[config.mk]
export PLATFORM = sky130hd
export DESIGN_NAME = debounced_score_countdown_display
export DESIGN_NICKNAME = d
export VERILOG_FILES = /design/src/rtl/core/dsc_pkg.sv /design/src/rtl/core/dsc_debounce.sv /design/src/rtl/core/debounced_score_countdown_display.sv
export SDC_FILE = /design/constraint.sdc
export NUM_CORES = 1
export LEC_CHECK = 0
export ABC_AREA = 0
export BUFFER_PORTS_ARGS = -buffer_cell sky130_fd_sc_hd__buf_2
export CAP_MARGIN = 5
export CORE_MARGIN = 2
export CORE_UTILIZATION = 60
export DETAILED_ROUTE_END_ITERATION = 10
export PLACE_DENSITY = 0.8
export SLEW_MARGIN = 10
export SYNTH_ARGS = -nofsm -noshare
export SYNTH_HDL_FRONTEND = slang
export SYNTH_SLANG_ARGS = --single-unit
[constraint.sdc]
create_clock -name i_clk -period 13.2 [get_ports i_clk]
set_input_delay 1.32 -clock i_clk [delete_from_list [all_inputs] [get_ports i_clk]]
set_output_delay 1.32 -clock i_clk [all_outputs]
set_load 0.02 [all_outputs]
[src/rtl/core/dsc_pkg.sv]
// Shared types, constants and helper functions for the countdown scoreboard.
package dsc_pkg;

    localparam int unsigned START_W      = 20;
    localparam int unsigned TICKS_W      = 8;
    localparam int unsigned SCORE_W      = 7;
    localparam int unsigned DIGIT_W      = 4;
    localparam int unsigned MUX_W        = 3;
    localparam int unsigned SEG_W        = 7;
    localparam int unsigned SEC_W        = 10;  // whole seconds left, up to 599
    localparam int unsigned Q10_W        = 6;   // seconds / 10, up to 59

    localparam int unsigned NUM_DIGITS   = 7;
    localparam int unsigned SCORE_MAX    = 99;

    localparam logic [START_W-1:0] START_LIMIT    = START_W'(599000);
    localparam logic [START_W-1:0] START_RESET    = START_W'(90000);
    localparam logic [TICKS_W-1:0] DEBOUNCE_RESET = TICKS_W'(1);

    // Reciprocal multipliers: exact floor division over the full input range.
    // ms -> s: ceil(2^30 / 1000), s -> s/60: ceil(2^16 / 60), s -> s/10: ceil(2^14 / 10)
    localparam logic [20:0] RECIP_MS   = 21'd1073742;
    localparam int unsigned SHIFT_MS   = 30;
    localparam logic [10:0] RECIP_MIN  = 11'd1093;
    localparam int unsigned SHIFT_MIN  = 16;
    localparam logic [10:0] RECIP_TEN  = 11'd1639;
    localparam int unsigned SHIFT_TEN  = 14;

    localparam int unsigned IN_TDATA_W  = 8;
    localparam int unsigned OUT_TDATA_W = 40;

    typedef enum logic [0:0] {
        CFG_START_TIME = 1'b0,
        CFG_DEBOUNCE   = 1'b1
    } t_cfg_reg;

    // Payload carried down the digit pipeline
    typedef struct packed {
        logic               active;
        logic [START_W-1:0] rem;
        logic [SEC_W-1:0]   sec;
        logic [Q10_W-1:0]   q10;
        logic [DIGIT_W-1:0] q60;
        logic [MUX_W-1:0]   mux;
        logic [SCORE_W-1:0] score_a;
        logic [SCORE_W-1:0] score_b;
        logic [DIGIT_W-1:0] a_tens;
        logic [DIGIT_W-1:0] a_ones;
        logic [DIGIT_W-1:0] b_tens;
        logic [DIGIT_W-1:0] b_ones;
        logic               expired;
    } t_stage;

    // Active-low segment pattern, blank for anything that is not a decimal digit
    function automatic logic [SEG_W-1:0] seg_pattern(input logic [DIGIT_W-1:0] d);
        logic [SEG_W-1:0] p;
        unique case (d)
            4'd0:    p = 7'h40;
            4'd1:    p = 7'h79;
            4'd2:    p = 7'h24;
            4'd3:    p = 7'h30;
            4'd4:    p = 7'h19;
            4'd5:    p = 7'h12;
            4'd6:    p = 7'h02;
            4'd7:    p = 7'h78;
            4'd8:    p = 7'h00;
            4'd9:    p = 7'h18;
            default: p = 7'h7F;
        endcase
        return p;
    endfunction

    // Tens digit of a score in 0..127 by threshold compares
    function automatic logic [DIGIT_W-1:0] score_tens(input logic [SCORE_W-1:0] s);
        logic [DIGIT_W-1:0] t;
        t = '0;
        for (int i = 1; i <= 12; i++) begin
            if (s >= SCORE_W'(i * 10)) begin
                t = DIGIT_W'(i);
            end
        end
        return t;
    endfunction

endpackage

[src/rtl/core/dsc_debounce.sv]
// Debounce of one active-low team button plus that team's wrapping score.
module dsc_debounce #(
    parameter int unsigned SCORE_MAX = dsc_pkg::SCORE_MAX
) (
    input  logic                        i_clk,
    input  logic                        i_rst_n,
    input  logic                        i_en,
    input  logic                        i_raw,
    input  logic [dsc_pkg::TICKS_W-1:0] i_ticks,
    output logic [dsc_pkg::SCORE_W-1:0] o_score_next
);

    logic                        r_prev, n_prev;
    logic                        r_acc,  n_acc;
    logic [dsc_pkg::TICKS_W-1:0] r_count, n_count;
    logic [dsc_pkg::SCORE_W-1:0] r_score, n_score;
    logic [dsc_pkg::TICKS_W-1:0] w_count;

    always_comb begin
        n_prev  = r_prev;
        n_acc   = r_acc;
        n_count = r_count;
        n_score = r_score;
        w_count = (i_raw != r_prev) ? '0 : r_count;
        if (i_en) begin
            if ((w_count > i_ticks) && (r_acc != i_raw)) begin
                n_acc = i_raw;
                if (!i_raw) begin
                    n_score = (r_score >= dsc_pkg::SCORE_W'(SCORE_MAX)) ?
                              '0 : r_score + 1'b1;
                end
            end
            n_prev  = i_raw;
            n_count = (w_count != '1) ? w_count + 1'b1 : w_count;
        end
    end

    assign o_score_next = n_score;

    always_ff @(posedge i_clk) begin
        if (!i_rst_n) begin
            r_prev  <= 1'b1;
            r_acc   <= 1'b1;
            r_count <= '0;
            r_score <= '0;
        end else begin
            r_prev  <= n_prev;
            r_acc   <= n_acc;
            r_count <= n_count;
            r_score <= n_score;
        end
    end

endmodule

[src/rtl/core/debounced_score_countdown_display.sv]
// Top level: countdown timer, debounced team scores and multiplexed digit display.
//
// Usage
//   Slave stream: one transfer per millisecond tick; tdata carries the raw
//   active-low button levels of both teams. Master stream: one transfer per
//   accepted tick with the segment pattern of the digit shown on that tick,
//   its digit index, the remaining-time digits, both scores and the expired
//   flag. Configuration: i_cfg_we writes start time (index 0, clamped to
//   599000 ms) or debounce ticks (index 1); write only while no tick is in
//   flight.
// Timing
//   Four register stages: tick state update, ms->seconds reciprocal
//   multiply, seconds->minutes/tens multiplies, digit assembly and output
//   register. Master tvalid rises once a tick has passed through all four
//   registers; throughput is one tick per cycle while the master side does
//   not stall. The ms->seconds multiply sets the longest path.
// Reset and stall
//   Synchronous active-low reset restores the register defaults, clears
//   elapsed time, scores and digits, and empties the pipeline. Each stage
//   holds while the one after it is full and stalled, so a stalled master
//   side fills the bubbles first, then s_axis_tready drops.
module debounced_score_countdown_display #(
    parameter int unsigned SCORE_MAX = dsc_pkg::SCORE_MAX
) (
    input  logic                            i_clk,
    input  logic                            i_rst_n,
    // Config write port
    input  logic                            i_cfg_we,
    input  logic [0:0]                      i_cfg_addr,
    input  logic [dsc_pkg::START_W-1:0]     i_cfg_data,
    // Tick input
    input  logic                            s_axis_tvalid,
    output logic                            s_axis_tready,
    // [0] button_a, [1] button_b, [7:2] zero
    input  logic [dsc_pkg::IN_TDATA_W-1:0]  s_axis_tdata,
    // Display output
    output logic                            m_axis_tvalid,
    input  logic                            m_axis_tready,
    // [6:0] segments, [9:7] digit_select, [13:10] minutes, [16:14] seconds_tens,
    // [20:17] seconds_ones, [27:21] score_a, [34:28] score_b, [35] expired,
    // [39:36] zero
    output logic [dsc_pkg::OUT_TDATA_W-1:0] m_axis_tdata
);

    // ---------------------------------------------------------------- config
    logic [dsc_pkg::START_W-1:0] r_start;
    logic [dsc_pkg::TICKS_W-1:0] r_ticks;

    always_ff @(posedge i_clk) begin
        if (!i_rst_n) begin
            r_start <= dsc_pkg::START_RESET;
            r_ticks <= dsc_pkg::DEBOUNCE_RESET;
        end else if (i_cfg_we) begin
            unique case (dsc_pkg::t_cfg_reg'(i_cfg_addr))
                dsc_pkg::CFG_START_TIME:
                    r_start <= (i_cfg_data > dsc_pkg::START_LIMIT) ?
                               dsc_pkg::START_LIMIT : i_cfg_data;
                dsc_pkg::CFG_DEBOUNCE:
                    r_ticks <= i_cfg_data[dsc_pkg::TICKS_W-1:0];
                default: ;
            endcase
        end
    end

    // -------------------------------------------------------- stage handshake
    // r_v1..r_v3: pipeline stages, r_vo: output register.
    logic r_v1, r_v2, r_v3, r_vo;
    logic w_ld1, w_ld2, w_ld3, w_ldo;

    assign w_ldo         = r_v3 && (!r_vo || m_axis_tready);
    assign w_ld3         = r_v2 && (!r_v3 || w_ldo);
    assign w_ld2         = r_v1 && (!r_v2 || w_ld3);
    assign s_axis_tready = !r_v1 || w_ld2;
    assign w_ld1         = s_axis_tvalid && s_axis_tready;

    always_ff @(posedge i_clk) begin
        if (!i_rst_n) begin
            r_v1 <= 1'b0;
            r_v2 <= 1'b0;
            r_v3 <= 1'b0;
            r_vo <= 1'b0;
        end else begin
            r_v1 <= w_ld1 || (r_v1 && !w_ld2);
            r_v2 <= w_ld2 || (r_v2 && !w_ld3);
            r_v3 <= w_ld3 || (r_v3 && !w_ldo);
            r_vo <= w_ldo || (r_vo && !m_axis_tready);
        end
    end

    // ---------------------------------------------------- stage 1: tick state
    logic [dsc_pkg::START_W-1:0] r_elapsed, n_elapsed;
    logic [dsc_pkg::MUX_W-1:0]   r_mux;
    logic                        w_active;
    logic [dsc_pkg::SCORE_W-1:0] w_score_a, w_score_b;
    dsc_pkg::t_stage             r_s1, n_s1;

    // Counting runs only while time is left; once frozen, buttons are ignored.
    assign w_active  = r_elapsed < r_start;
    assign n_elapsed = (w_active && w_ld1) ? r_elapsed + 1'b1 : r_elapsed;

    dsc_debounce #(
        .SCORE_MAX    (SCORE_MAX)
    ) u_deb_a (
        .i_clk        (i_clk),
        .i_rst_n      (i_rst_n),
        .i_en         (w_ld1 && w_active),
        .i_raw        (s_axis_tdata[0]),
        .i_ticks      (r_ticks),
        .o_score_next (w_score_a)
    );

    dsc_debounce #(
        .SCORE_MAX    (SCORE_MAX)
    ) u_deb_b (
        .i_clk        (i_clk),
        .i_rst_n      (i_rst_n),
        .i_en         (w_ld1 && w_active),
        .i_raw        (s_axis_tdata[1]),
        .i_ticks      (r_ticks),
        .o_score_next (w_score_b)
    );

    always_comb begin
        n_s1         = '0;
        n_s1.active  = w_active;
        n_s1.rem     = r_start - r_elapsed;
        n_s1.mux     = r_mux;
        n_s1.score_a = w_score_a;
        n_s1.score_b = w_score_b;
        n_s1.expired = n_elapsed >= r_start;
    end

    always_ff @(posedge i_clk) begin
        if (!i_rst_n) begin
            r_elapsed <= '0;
            r_mux     <= '0;
        end else if (w_ld1) begin
            r_elapsed <= n_elapsed;
            r_mux     <= (r_mux >= dsc_pkg::MUX_W'(dsc_pkg::NUM_DIGITS - 1)) ?
                         '0 : r_mux + 1'b1;
        end
    end

    always_ff @(posedge i_clk) begin
        if (w_ld1) begin
            r_s1 <= n_s1;
        end
    end

    // ------------------------------------- stage 2: ms -> seconds, score split
    dsc_pkg::t_stage r_s2, n_s2;
    logic [40:0]     w_prod_ms;

    assign w_prod_ms = {21'd0, r_s1.rem} * {20'd0, dsc_pkg::RECIP_MS};

    always_comb begin
        n_s2        = r_s1;
        n_s2.sec    = w_prod_ms[dsc_pkg::SHIFT_MS +: dsc_pkg::SEC_W];
        n_s2.a_tens = dsc_pkg::score_tens(r_s1.score_a);
        n_s2.b_tens = dsc_pkg::score_tens(r_s1.score_b);
        n_s2.a_ones = dsc_pkg::DIGIT_W'(r_s1.score_a
                      - dsc_pkg::SCORE_W'({n_s2.a_tens, 3'b000} + {n_s2.a_tens, 1'b0}));
        n_s2.b_ones = dsc_pkg::DIGIT_W'(r_s1.score_b
                      - dsc_pkg::SCORE_W'({n_s2.b_tens, 3'b000} + {n_s2.b_tens, 1'b0}));
    end

    always_ff @(posedge i_clk) begin
        if (w_ld2) begin
            r_s2 <= n_s2;
        end
    end

    // ---------------------------------------- stage 3: seconds / 60 and / 10
    dsc_pkg::t_stage r_s3, n_s3;
    logic [20:0]     w_prod_min, w_prod_ten;

    assign w_prod_min = {11'd0, r_s2.sec} * {10'd0, dsc_pkg::RECIP_MIN};
    assign w_prod_ten = {11'd0, r_s2.sec} * {10'd0, dsc_pkg::RECIP_TEN};

    always_comb begin
        n_s3     = r_s2;
        n_s3.q60 = w_prod_min[dsc_pkg::SHIFT_MIN +: dsc_pkg::DIGIT_W];
        n_s3.q10 = w_prod_ten[dsc_pkg::SHIFT_TEN +: dsc_pkg::Q10_W];
    end

    always_ff @(posedge i_clk) begin
        if (w_ld3) begin
            r_s3 <= n_s3;
        end
    end

    // ------------------------------------- stage 4: digits and output register
    logic [dsc_pkg::DIGIT_W-1:0] r_min,  n_min;
    logic [dsc_pkg::DIGIT_W-1:0] r_tens, n_tens;
    logic [dsc_pkg::DIGIT_W-1:0] r_ones, n_ones;
    logic [dsc_pkg::DIGIT_W-1:0] w_tens_calc, w_ones_calc, w_shown;
    logic [dsc_pkg::OUT_TDATA_W-1:0] r_out;

    // tens of seconds = (s/10) mod 6, ones = s mod 10; 10 * (s/10) needs all
    // ten bits, so both addends are widened first
    assign w_tens_calc = dsc_pkg::DIGIT_W'(r_s3.q10
                         - dsc_pkg::Q10_W'({r_s3.q60, 2'b00} + {r_s3.q60, 1'b0}));
    assign w_ones_calc = dsc_pkg::DIGIT_W'(r_s3.sec
                         - ({1'b0, r_s3.q10, 3'b000} + {3'b000, r_s3.q10, 1'b0}));

    // Time digits hold their last value once the countdown is frozen.
    assign n_min  = r_s3.active ? r_s3.q60   : r_min;
    assign n_tens = r_s3.active ? w_tens_calc : r_tens;
    assign n_ones = r_s3.active ? w_ones_calc : r_ones;

    always_comb begin
        unique case (r_s3.mux)
            3'd0:    w_shown = n_ones;
            3'd1:    w_shown = n_tens;
            3'd2:    w_shown = n_min;
            3'd3:    w_shown = r_s3.a_ones;
            3'd4:    w_shown = r_s3.a_tens;
            3'd5:    w_shown = r_s3.b_ones;
            default: w_shown = r_s3.b_tens;
        endcase
    end

    always_ff @(posedge i_clk) begin
        if (!i_rst_n) begin
            r_min  <= '0;
            r_tens <= '0;
            r_ones <= '0;
        end else if (w_ldo) begin
            r_min  <= n_min;
            r_tens <= n_tens;
            r_ones <= n_ones;
        end
    end

    always_ff @(posedge i_clk) begin
        if (w_ldo) begin
            r_out <= {4'd0,
                      r_s3.expired,
                      r_s3.score_b,
                      r_s3.score_a,
                      n_ones,
                      n_tens[2:0],
                      n_min,
                      r_s3.mux,
                      dsc_pkg::seg_pattern(w_shown)};
        end
    end

    assign m_axis_tvalid = r_vo;
    assign m_axis_tdata  = r_out;

endmodule

* Word-level counts from Yosys, hierarchy flattened
Memories as Yosys holds them, arrays and structs flattened. A register that Yosys moved wholly into a read port is not among the register bits.
Index checks and enable logic that the tools add are counted.
** Word-level totals
- Memories kept :: 1
- Word-level logic and storage cells :: 186
- Memory bits (read-only) :: 112
- Bits in registers :: 268
** Memories
- (no name shown) :: words 16, bits a word 7, rd ports 1, clocked after Yosys merged registers in 1, wr ports 0, line dsc_pkg.sv:57 : unique case (d)
** Operators by class
- Multiplexer cells :: 43
- Bitwise operators :: 1
- Add/subtract/negate cells :: 15
- Equality and inequality tests :: 11
- Reduce and logical (&&, ||, !) cells :: 32
- Multipliers :: 3
- $lt $le $gt $ge :: 32
** Operators by type and width (count)
- $mux 4 :: 25
- $ge 7x7->1 const B :: 14
- $mux 7 :: 8
- $ge 7x6->1 const B :: 6
- $mux 20 :: 2
- $mul 20x20->39 const B :: 1
- $mux 8 :: 4
- $ge 7x5->1 const B :: 4
- $pmux 4 s6 :: 1
- $add 20x1->20 const B :: 1
- $ge 20x20->1 :: 1
- $gt 20x20->1 const B :: 1
- $lt 20x20->1 :: 1
- $mul 10x11->20 const B :: 1
- $sub 20x20->20 :: 1
- $mul 10x11->18 const B :: 1
- $add 4x4->4 :: 4
- $add 8x1->8 const B :: 2
- $gt 8x8->1 :: 2
- $ne 8x8->1 const B :: 2
- $sub 4x4->4 :: 4
- $add 7x1->7 const B :: 2
- $ge 7x4->1 const B :: 2
- $logic_and 1x1->1 :: 11
- 13 further kinds :: 36

* Logic depth before layout (Yosys ltp)
- Word-level depth :: 15
- Mapped depth :: 23
- Gate-level depth less buffers :: 21

* By module
Synthesis repeated with hierarchy kept, for this count alone.
** Unflattened totals
- Cells, all modules :: 1993
- Area total of the unflattened synthesis :: 21099.0 µm²
** Modules (own cells, without submodules)
- debounced_score_countdown_display :: instances 1, sequential area each 6356.1 µm², cells an instance 1683, area an instance 18413.9 µm²
- dsc_debounce :: instances 2, sequential area each 340.3 µm², cells an instance 155, area an instance 1342.5 µm²

* Worst setup path before layout
No wires, ideal clock.
- Path type :: input to register
- From :: in m_axis_tready
- To :: reg r_s1, in the netlist n_s2[0], data pin
- Required time :: 12.946 ns
- Buffers on the path :: 2
- Data arrival time :: 5.668 ns
- Stages :: 20
- Setup slack :: 7.278 ns
- Cells stage by stage :: nor2b_1 and2_1 nand3_1 nand2_1 inv_1 and2_1 or4b_1 buf_4 buf_6 nand2_2 mux2_2 ha_1 a21o_1 a21o_1 a21o_1 a21o_1 a21o_1 a21oi_1 o211ai_1 a21o_1
** RTL lines
- start, declared :: line debounced_score_countdown_display.sv:38 : input logic m_axis_tready,
- end signal, assigned :: line debounced_score_countdown_display.sv:146 : r_s1 <= n_s1;
- end, declared :: line debounced_score_countdown_display.sv:95 : dsc_pkg::t_stage r_s1, n_s1;

==> impl_metrics.json <==
{
  "path_max_fanout": 6,
  "die_x_um": 190,
  "cp-start-kind": "flop",
  "yosysMostFrequentCell": "inv_1",
  "tightestPinTransition_ps": 835,
  "arrival_ps": 6690,
  "cts.sinks": 268,
  "min_path_cells": 0,
  "clockBufferDepth": 3,
  "skew_ps": 22.0,
  "yosysSeqAreaShare_pct": 33.8,
  "synth_area_leader_cell": "edfxtp_1",
  "clkLatencyLatePin_ps": 550,
  "finalCriticalPeriod_ps": 6390,
  "timing.final.ws_setup_ps": 6810,
  "seqCellArea_sq_um": 7040,
  "p_per_area_nw_per_um2": 237,
  "tritoncts": "yes",
  "leakagePower_uw": 0.0104,
  "io_buffers": 65,
  "clk_transition_reported_paths_ps": 60,
  "die_y_um": 190,
  "hold_class": "flop to flop",
  "cp_slowest_cell": "edfxtp_1",
  "cpPeakStageDelay_ps": 590,
  "ctsResizeCount": 0,
  "switchingPower_uw": 2340,
  "postSynthAreaPerCell_sq_um": 10.4,
  "synth-edff-count": 167,
  "dpl.hpwl_um": 32400,
  "diodes": 0,
  "outcome": "complete, no violations",
  "drive_above_1_share_pct": 7.74,
  "layout.nets": 2558,
  "pre_cts_slack_ps": 6860,
  "ys_types": 81,
  "fin_area_sq_um": 22500,
  "drv_slew": 0,
  "fillCellCount": 2637,
  "dr.pass1.iters": 6,
  "relSlewSlack_pct": 44.4,
  "cts_setup_buffers": 0,
  "synth_area_leaders": "edfxtp_1, ha_1, fa_1",
  "finalSetupViolations": 0,
  "routedWlPerCell_um": 16.3,
  "fin_tns_setup_ps": 0,
  "place_area_sq_um": 21600,
  "area_growth_pct": 8.20,
  "wl_um": 41300,
  "reg2reg_depth": 19,
  "syn_inst": 1999,
  "finalHoldViolCount": 0,
  "synth_area_sq_um": 20800,
  "start_util_pct": 60.6,
  "grt_pass1_vias": 14900,
  "drcViolationCount": 0,
  "switching_share_pct": 43.9,
  "avgViaCountPerCell": 5.65,
  "ys_ff_latch": 268,
  "cts_hold_buf": 0,
  "vias": 14300,
  "yosysTopAreaCellShare_pct": 24.1,
  "num_rows": 68,
  "grt_max_degree": 51,
  "core_sq_um": 34400,
  "p_int_uw": 3000,
  "grt_pass1_wl_um": 70100,
  "synth_ff_type": "edfxtp_1",
  "ioPinCount": 76,
  "yosysWarnings": 0,
  "period_share_pct": 48.4,
  "final_util_pct": 65.6,
  "gp_congestion": 0.933,
  "drtIter0Drc": 657,
  "synth_top_cells_by_count": "inv_1, ha_1, edfxtp_1",
  "p_seq_share_pct": 20.4,
  "antenna_found_initial": 0,
  "ant_nets": 0,
  "fmax_mhz": 157,
  "synthArstFlopShare_pct": 0,
  "combPwrFrac_pct": 65.0,
  "rsz0062_at_grt": "false",
  "crit_type": "flop to flop",
  "cts_root_buf": "clkbuf_16",
  "peakVddDrop_v": 0.000172,
  "die_area_sq_um": 36200,
  "end_kind": "flop",
  "maxCapViolations": 0,
  "cp.required_ps": 13500,
  "htree_levels": 1,
  "multi_input_area_sq_um": 12300,
  "power_frac_clock_pct": 14.6,
  "grt_overflow": 0,
  "crit_chain": "ha_1 > ha_1 > inv_1 > fa_1 > inv_1 > fa_1 > fa_1 > fa_1 > ha_1 > ha_1 > a211oi_1 > o21ai_0 > a21oi_1 > o211ai_1 > o22ai_1 > o221ai_1 > a211o_1 > a21oi_1 > xnor2_1",
  "numCtsBuffers": 28,
  "track_usage_pct": 23.5
}
-- per-layer routing --
metal | wire [um] | share of wire (%) | global-route usage [%]
met1 | 17900 | 43 | 29.4
met2 | 20700 | 50 | 42.9
met3 | 1600 | 3.9 | 2.36
met4 | 1070 | 2.6 | 6.98
met5 | 0 | 0 | 0
-- placed cells by master (no fill, tap or decap), types with 10 or more instances in the layout --
cell / n
o21a_1: 11
nand2b_1: 20
buf_2: 65
ha_1: 341
nand2_1: 107
and3_1: 12
mux2i_1: 33
xor2_1: 13
a21o_1: 36
xnor2_1: 63
a211oi_1: 24
mux2_2: 10
nand4_1: 19
nor3_1: 13
dfxtp_1: 101
nor2b_1: 18
o21ai_0: 52
inv_1: 343
fa_1: 125
and2_1: 36
nand3_1: 49
edfxtp_1: 167
nor2_1: 103
o211ai_1: 12
clkbuf_16: 30
a21oi_1: 107
-- sequential cells by signal (all words and copies together) (netlist names), 3 cells and up --
register         cells
u_deb_b.r_count      8
r_ones               4
m_axis_tdata        36
r_start             20
n_s3                45
r_min                4
r_s3                47
u_deb_a.r_count      8
u_deb_a.r_score      7
r_ticks              8
r_elapsed           20
r_tens               4
u_deb_b.r_score      7
n_s2                39
r_mux                3
-- cell families after synthesis --
family	count (synthesis)	share of synthesized area (%)
adders and majority gates	467	32.5
and+or+nand+nor	404	9.39
buffers and inverters	391	7.23
AOI/OAI and AO/OA	346	11.4
DFF	268	33.8
xor gates and xnor gates	76	3.19
muxes	46	2.45
other	1	0.0180
-- through the flow --
| step | hold slack [ps] | std cells | power (uW) |
|---|---|---|---|
| 2_1_floorplan | 400 | 2002 | 3650 |
| 3_3_place_gp | 401 | 2483 | 4300 |
| 3_5_place_dp | 405 | 2483 | 4530 |
| 4_1_cts | 412 | 2535 | 5360 |
| 5_1_grt | 424 | 2535 | 5900 |
| 6_report | 408 | 2535 | 5340 |
-- critical path: cells and delay by family, from the launching register on --
kind                       cells  cell delay (ps)
AOI/OAI and AO/OA              8             2080
DFF                            1              590
buffers and inverters          2              140
adders and majority gates      8             3260
xor gates and xnor gates       1               80
-- worst paths after layout --
| path | from | to | slack (ps) |
|---|---|---|---|
| min reg2reg | n_s2[74]$_DFFE_PP_ | n_s3[74]$_DFFE_PP_ | 410 |
| max reg2reg | n_s2[61]$_DFFE_PP_ | n_s3[52]$_DFFE_PP_ | 6810 |
| max | n_s2[61]$_DFFE_PP_ | n_s3[52]$_DFFE_PP_ | 6810 |
| min | n_s2[74]$_DFFE_PP_ | n_s3[74]$_DFFE_PP_ | 410 |
-- cell type report --
class	count	area share, %
Clock buffer	39	3.61
Clock inverter	13	0.516
Inverter	344	5.73
Multi-Input combinational cell	1343	54.7
Sequential cell	268	31.2
Tap cell	455	2.53
Timing Repair Buffer	73	1.71
-- power groups by stage --
stage	registers, uW	logic, uW	clock network, uW
floorplan	1070	2580	0
global placement	1100	3200	0
detailed placement	1110	3420	0
CTS	1090	3470	792
global route	1100	3970	824
finish	1090	3470	779
(Power assumes the default switching activity.)
